$ cat src/sv/ssq_pkg.sv
// shared constants, types and codes for the single-server queue event stepper
package ssq_pkg;

  localparam int QUEUE_DEPTH = 128;
  localparam int PTR_W       = $clog2(QUEUE_DEPTH);
  localparam int CNT_W       = $clog2(QUEUE_DEPTH + 1);

  localparam int TIME_W   = 48;
  localparam int SAMPLE_W = 32;
  localparam int ACC_W    = 64;
  localparam int COUNT_W  = 32;
  localparam int KIND_W   = 2;
  localparam int QLEN_W   = 8;

  localparam logic [COUNT_W-1:0] REQUIRED_RESET = COUNT_W'(1000);
  localparam logic [TIME_W-1:0]  TIME_MAX       = '1;
  localparam logic [ACC_W-1:0]   ACC_MAX        = '1;

  localparam logic CMD_START = 1'b0;
  localparam logic CMD_STEP  = 1'b1;

  localparam logic [KIND_W-1:0] EV_NONE      = 2'd0;
  localparam logic [KIND_W-1:0] EV_ARRIVAL   = 2'd1;
  localparam logic [KIND_W-1:0] EV_DEPARTURE = 2'd2;

  typedef struct packed {
    logic                command;
    logic [SAMPLE_W-1:0] interarrival_sample;
    logic [SAMPLE_W-1:0] service_sample;
  } ssq_item_t;

  typedef struct packed {
    logic [KIND_W-1:0]  event_kind;
    logic [TIME_W-1:0]  clock_now;
    logic [QLEN_W-1:0]  queue_length;
    logic               server_busy;
    logic [COUNT_W-1:0] customers_delayed;
    logic [ACC_W-1:0]   total_delay;
    logic [ACC_W-1:0]   area_queue;
    logic [ACC_W-1:0]   area_busy;
    logic               finished;
    logic               overflow_error;
  } ssq_result_t;

  typedef struct packed {
    logic [TIME_W-1:0]  clock_time;
    logic [TIME_W-1:0]  next_arrival_time;
    logic [TIME_W-1:0]  next_departure_time;
    logic               departure_pending;
    logic [PTR_W-1:0]   head_pointer;
    logic [PTR_W-1:0]   tail_pointer;
    logic [CNT_W-1:0]   waiting_count;
    logic               busy;
    logic [COUNT_W-1:0] served_count;
    logic [ACC_W-1:0]   delay_sum;
    logic [ACC_W-1:0]   queue_area_sum;
    logic [ACC_W-1:0]   busy_area_sum;
    logic               overflow;
  } ssq_state_t;

  typedef struct packed {
    logic              en;
    logic [PTR_W-1:0]  addr;
    logic [TIME_W-1:0] data;
  } ssq_wr_t;

endpackage

$ cat src/sv/ssq_step.sv
// event selection, statistics update and queue bookkeeping for one command
module ssq_step (
  input  ssq_pkg::ssq_state_t            state_i,
  input  ssq_pkg::ssq_item_t             item_i,
  input  logic [ssq_pkg::COUNT_W-1:0]    required_i,
  input  logic [ssq_pkg::TIME_W-1:0]     head_stamp_i,
  output ssq_pkg::ssq_state_t            state_o,
  output ssq_pkg::ssq_wr_t               wr_o,
  output ssq_pkg::ssq_result_t           result_o
);
  import ssq_pkg::*;

  function automatic logic [TIME_W-1:0] time_plus(input logic [TIME_W-1:0]   t,
                                                  input logic [SAMPLE_W-1:0] s);
    logic [TIME_W:0] sum;
    sum = {1'b0, t} + (TIME_W+1)'(s);
    return sum[TIME_W] ? TIME_MAX : sum[TIME_W-1:0];
  endfunction

  function automatic logic [ACC_W-1:0] sat_acc(input logic [ACC_W-1:0] a,
                                               input logic [ACC_W-1:0] b);
    logic [ACC_W:0] sum;
    sum = {1'b0, a} + {1'b0, b};
    return sum[ACC_W] ? ACC_MAX : sum[ACC_W-1:0];
  endfunction

  function automatic logic [PTR_W-1:0] ring_next(input logic [PTR_W-1:0] p);
    return (p == PTR_W'(QUEUE_DEPTH - 1)) ? '0 : p + PTR_W'(1);
  endfunction

  logic                      finished_now;
  logic                      is_dep;
  logic [TIME_W-1:0]         new_time;
  logic [TIME_W-1:0]         elapsed;
  logic [TIME_W-1:0]         wait_time;
  logic [CNT_W+TIME_W-1:0]   q_inc;
  logic                      start_svc;
  logic [KIND_W-1:0]         kind;
  ssq_state_t                nx;
  ssq_wr_t                   wr;

  assign finished_now = state_i.served_count >= required_i;
  // an arrival wins a tie and is the only choice with no departure pending
  assign is_dep   = state_i.departure_pending &&
                    (state_i.next_departure_time < state_i.next_arrival_time);
  assign new_time = is_dep ? state_i.next_departure_time : state_i.next_arrival_time;
  assign elapsed  = (new_time > state_i.clock_time) ? new_time - state_i.clock_time : '0;
  assign q_inc    = (CNT_W+TIME_W)'(state_i.waiting_count) * (CNT_W+TIME_W)'(elapsed);
  assign wait_time = (new_time > head_stamp_i) ? new_time - head_stamp_i : '0;

  always_comb begin
    nx        = state_i;
    kind      = EV_NONE;
    start_svc = 1'b0;
    wr.en     = 1'b0;
    wr.addr   = state_i.tail_pointer;
    wr.data   = new_time;
    if (item_i.command == CMD_START) begin
      nx = '0;
      nx.next_arrival_time = time_plus('0, item_i.interarrival_sample);
    end else if (!finished_now) begin
      nx.clock_time     = new_time;
      nx.queue_area_sum = sat_acc(state_i.queue_area_sum, ACC_W'(q_inc));
      if (state_i.busy) begin
        nx.busy_area_sum = sat_acc(state_i.busy_area_sum, ACC_W'(elapsed));
      end
      if (!is_dep) begin
        kind = EV_ARRIVAL;
        nx.next_arrival_time = time_plus(new_time, item_i.interarrival_sample);
        if (state_i.busy) begin
          if (state_i.waiting_count >= CNT_W'(QUEUE_DEPTH)) begin
            nx.overflow = 1'b1;
          end else begin
            wr.en            = 1'b1;
            nx.tail_pointer  = ring_next(state_i.tail_pointer);
            nx.waiting_count = state_i.waiting_count + CNT_W'(1);
          end
        end else begin
          nx.busy   = 1'b1;
          start_svc = 1'b1;
        end
      end else begin
        kind = EV_DEPARTURE;
        if (state_i.waiting_count == '0) begin
          nx.busy              = 1'b0;
          nx.departure_pending = 1'b0;
        end else begin
          nx.head_pointer  = ring_next(state_i.head_pointer);
          nx.waiting_count = state_i.waiting_count - CNT_W'(1);
          nx.delay_sum     = sat_acc(state_i.delay_sum, ACC_W'(wait_time));
          start_svc        = 1'b1;
        end
      end
      if (start_svc) begin
        if (!(&state_i.served_count)) begin
          nx.served_count = state_i.served_count + COUNT_W'(1);
        end
        nx.next_departure_time = time_plus(new_time, item_i.service_sample);
        nx.departure_pending   = 1'b1;
      end
    end
  end

  assign state_o = nx;
  assign wr_o    = wr;

  assign result_o.event_kind        = kind;
  assign result_o.clock_now         = nx.clock_time;
  assign result_o.queue_length      = QLEN_W'(nx.waiting_count);
  assign result_o.server_busy       = nx.busy;
  assign result_o.customers_delayed = nx.served_count;
  assign result_o.total_delay       = nx.delay_sum;
  assign result_o.area_queue        = nx.queue_area_sum;
  assign result_o.area_busy         = nx.busy_area_sum;
  assign result_o.finished          = nx.served_count >= required_i;
  assign result_o.overflow_error    = nx.overflow;

endmodule

$ cat config.mk
export PLATFORM = sky130hd
export DESIGN_NAME = ssq_step
export DESIGN_NICKNAME = d
export VERILOG_FILES = /design/src/sv/ssq_pkg.sv /design/src/sv/ssq_step.sv
export SDC_FILE = /design/constraint.sdc
export NUM_CORES = 2
export LEC_CHECK = 0
export CORE_AREA = 2 2 489 491
export DETAILED_ROUTE_END_ITERATION = 12
export DIE_AREA = 0 0 491 493
export DONT_BUFFER_PORTS = 1
export RECOVER_POWER = 50
export SETUP_SLACK_MARGIN = 0.2
export SYNTH_ARGS = -nofsm -noshare
export SYNTH_HDL_FRONTEND = slang
export SYNTH_SLANG_ARGS = --single-unit
$ cat constraint.sdc
create_clock -name vclk -period 31.3
set_clock_uncertainty 0.15 [all_clocks]
set_input_delay 4.695 -clock vclk [all_inputs]
set_output_delay 4.695 -clock vclk [all_outputs]
set_load 0.02 [all_outputs]
# Word-level counts from Yosys, hierarchy flattened
# Cells that the tools add are included.
[totals] regBits=0 input_bits=538 out_inout_bits=734 wordCells=68
[classes] add_sub_neg=12 multipliers=1 n_lt_le_gt_ge=6 n_eq_ne=2 muxes=44 reduce_logical=3
[op_table] op="$mux W393" count=2
[op_table] op="$mux W64" count=6
[op_table] op="$mux W48" count=6
[op_table] op="$add A64 B48 Y65" count=2
[op_table] op="$add A48 B32 Y49" count=2
[op_table] op="$gt A48 B48 Y1" count=2
[op_table] op="$sub A48 B48 Y48" count=2
[op_table] op="$add A64 B56 Y65" count=1
[op_table] op="$ge A32 B32 Y1" count=2
[op_table] op="$mux W32" count=2
[op_table] op="$mul A8 B48 Y56" count=1
[op_table] op="$mux W49" count=1
[op_table] op="$lt A48 B48 Y1" count=1
[op_table] op="$add A32 B1 Y32 const B" count=1
[op_table] op="$reduce_and A32 Y1" count=1
[op_table] op="$mux W15" count=2
[op_table] op="$mux W7" count=4
[op_table] op="$mux W8" count=2
[op_table] op="$mux W1" count=15
[op_table] op="$add A7 B1 Y7 const B" count=2
[op_table] op="$eq A7 B7 Y1 const B" count=2
[op_table] op="$mux W9" count=1
[op_table] op="$add A8 B1 Y8 const B" count=1
[op_table] op="$ge A8 B8 Y1 const B" count=1
[op_table] op="other kinds (4)" count=6

# Longest topological paths before layout
[logic_depth] ltp_word=12 ltp_mapped=50 ltp_nobuf=42

# Worst setup path before layout
# No wires, ideal clock.
[synth_path] path_kind="in2out" start="input port state_i[340] in the netlist's numbering" end="output port state_o[119] in the netlist's numbering" arrival_ps=15375 required_ps=26455 path_slack_ps=11080 stages=46 n_path_buf=7 cell_sequence="inv_1 -> ha_1 -> nand4_1 -> nor4_4 -> nand3_1 -> o21a_1 -> and3_1 -> buf_4 -> nand2_2 -> buf_2 -> buf_2 -> mux2i_1 -> ha_1 -> inv_1 -> fa_1 -> a211oi_1 -> o21ai_0 -> a31o_2 -> [10 not listed] -> fa_1 -> fa_1 -> inv_1 -> fa_1 -> inv_1 -> ha_1 -> clkbuf_1 -> nand2_1 -> o211a_1 -> a211oi_1 -> nor2_1 -> or3b_2 -> o21ba_2 -> o21ai_1 -> a41oi_1 -> xor2_1 -> a221oi_1 -> buf_4"
[synth_lines] element="start, declared" line="ssq_step.sv:3" source="input ssq_pkg::ssq_state_t state_i,"
[synth_lines] element="end, declared" line="ssq_step.sv:7" source="output ssq_pkg::ssq_state_t state_o,"

==> out/metrics.cfg <==
[yosys]
synth_area_um2 = 42200
yosysWarnings = 0
synth_cells = 5946
ys_types = 110
seq_area_frac_synth_pct = 0
syn_nets = 7274
avgSynthCellArea_um2 = 7.09

[final_layout]
seqCellArea_um2 = 0
mostFrequentLayoutCell = inv_1
layout-drive-gt1-share_pct = 6.04
syn_to_final_growth_pct = 6.79
num-clock-buffers = 0
layout_common_cells = 723 x inv_1, 481 x a21oi_1, 454 x ha_1
nFlopsAndLatches = 0
n_fill_cell = 27397
final_nets = 6943

[global_route]
track_usage_pct = 24.5
grt_max_degree = 243
grt_pass1_vias = 42764
grt-ovfl-total = 0
grt_first_pass_wirelength_mm = 407
antenna_found_initial = 78

[floorplan]
std_cell_rows = 179
fp.dieH_um = 493
die-area_um2 = 242000
core_um2 = 237000
start_util_pct = 17.8
die_w_um = 491
pin_count = 1272

[setup_path]
worstSetupPathType = input pin to output pin
slowest_delay_ns = 1.43
arrival_ns = 21.78
crit_required_ns = 26.46
end_kind = output pin
crit_path_frequent_cell = fa_1
slowest_stage = clkbuf_1
worstPathMaxFanout = 40
start_kind = input pin

[placement]
port_buffers = 0
gp_congestion = 1.11
pre_cts_ws_ns = 7.07
dp_hpwl_mm = 274

[status]
failed_checks = capacitance limit, slew limit
status = finished, violations left

[detailed_routing]
post_drt_wl_per_cell_um = 35.2
ant_nets = 0
viasPerCell = 5.16
drc = 0
vias = 45638
drt-initial-drc-count = 5220
routed_wl_mm = 311
firstDrtPassIters = 6

[worst_hold_path]
hold_class = input pin to output pin

[timing]
period_minus_slack_ns = 26.63
finalSetupViolations = 0
tightest_slew_ns = 3.50
maxSlewHeadroom_pct = -134
tns_ns = 0
timing.fmax_mhz = 37.6
period_share_pct = 85.1
hold_violations = 0
drv_slew = 546
hold_ws_ns = 9.25
worst_slack_ns = 4.67
rsz0062_at_grt = false

[run]
maxCapViolCount = 64

[clock_network]
hold_buffers = 0
cts_resized = 0
post_cts_buffers = 0

==> synthesized netlist by cell type (32+ instances only) <==
cell type,number,area share [%]
o211ai_1,32,0.57
a211oi_1,93,1.7
nor2b_1,36,0.53
a31oi_1,83,1.2
and2_1,247,3.7
inv_1,724,6.4
xor2_1,135,2.8
and3_1,84,1.2
nand4_1,83,1.2
xnor2_1,203,4.2
nand3_1,134,1.6
fa_1,336,16
a21oi_1,502,6.0
nand2b_1,39,0.58
nor3_1,107,1.3
o21bai_1,44,0.78
nor2_1,375,3.3
o21a_1,58,1.0
a21o_1,200,3.6
ha_1,454,13
clkbuf_1,211,1.9
buf_4,291,5.2
a221oi_1,68,1.4
o21ai_0,431,5.1
nand2_1,449,4.0
buf_2,43,0.51
==> logic make-up (layout without fill, tap and decap cells) <==
kind of cell             after synthesis  count (layout)  synth area share [%]
XOR/XNOR                             339             339                  7.06
multiplexers                          21              21                 0.522
adder cells (fa/ha/maj)              790             790                  29.4
AO/OA/AOI/OAI                       1768            1768                  27.0
AND/OR/NAND/NOR                     1749            1749                  21.8
other                                  0              73                     0
buffers and inverters               1279             946                  14.2
==> path summary, 6_finish.rpt <==
check | from | to | slack (ns) | cells past startpoint
min | state_i[236] | wr_o[50] | 9.25 | 0
max | state_i[298] | result_o[72] | 4.67 | 40
==> layout make-up <==
class                      instances  area [um2]  area share (%)
tap                             3167        3960            8.80
antenna                           73         183           0.406
multi-input combinational       4667       37000            82.2
inverter                         726        2730            6.07
timing repair buffer             220        1160            2.57
==> layer usage <==
metal	share of wire [%]	vias to the layer above	wire (um)	global-route usage, %
li1	-	19823	-	-
met1	35	22191	110000	27.4
met2	42	2946	132000	37.3
met3	13	644	41400	10.9
met4	8.8	34	27500	17.2
met5	0.16	-	485	0
==> per-stage QoR <==
| step | instances | utilization, % | area [um2] |
|---|---|---|---|
| 5_1_grt | 8830 | 19.0 | 45000 |
| 3_3_place_gp | 8779 | 19.4 | 46100 |
| 4_1_cts | 8780 | 19.4 | 46100 |
| 6_report | 8853 | 19.0 | 45000 |
| 3_5_place_dp | 8780 | 19.4 | 46100 |
| 2_1_floorplan | 5946 | - | 42200 |
==> critical path: cells and delay by family <==
kind | cells | cell delay (ns)
buffers and inverters | 8 | 4.45
adders and majority gates | 7 | 3.27
AOI/OAI and AO/OA | 14 | 4.95
and+or+nand+nor | 11 | 4.09
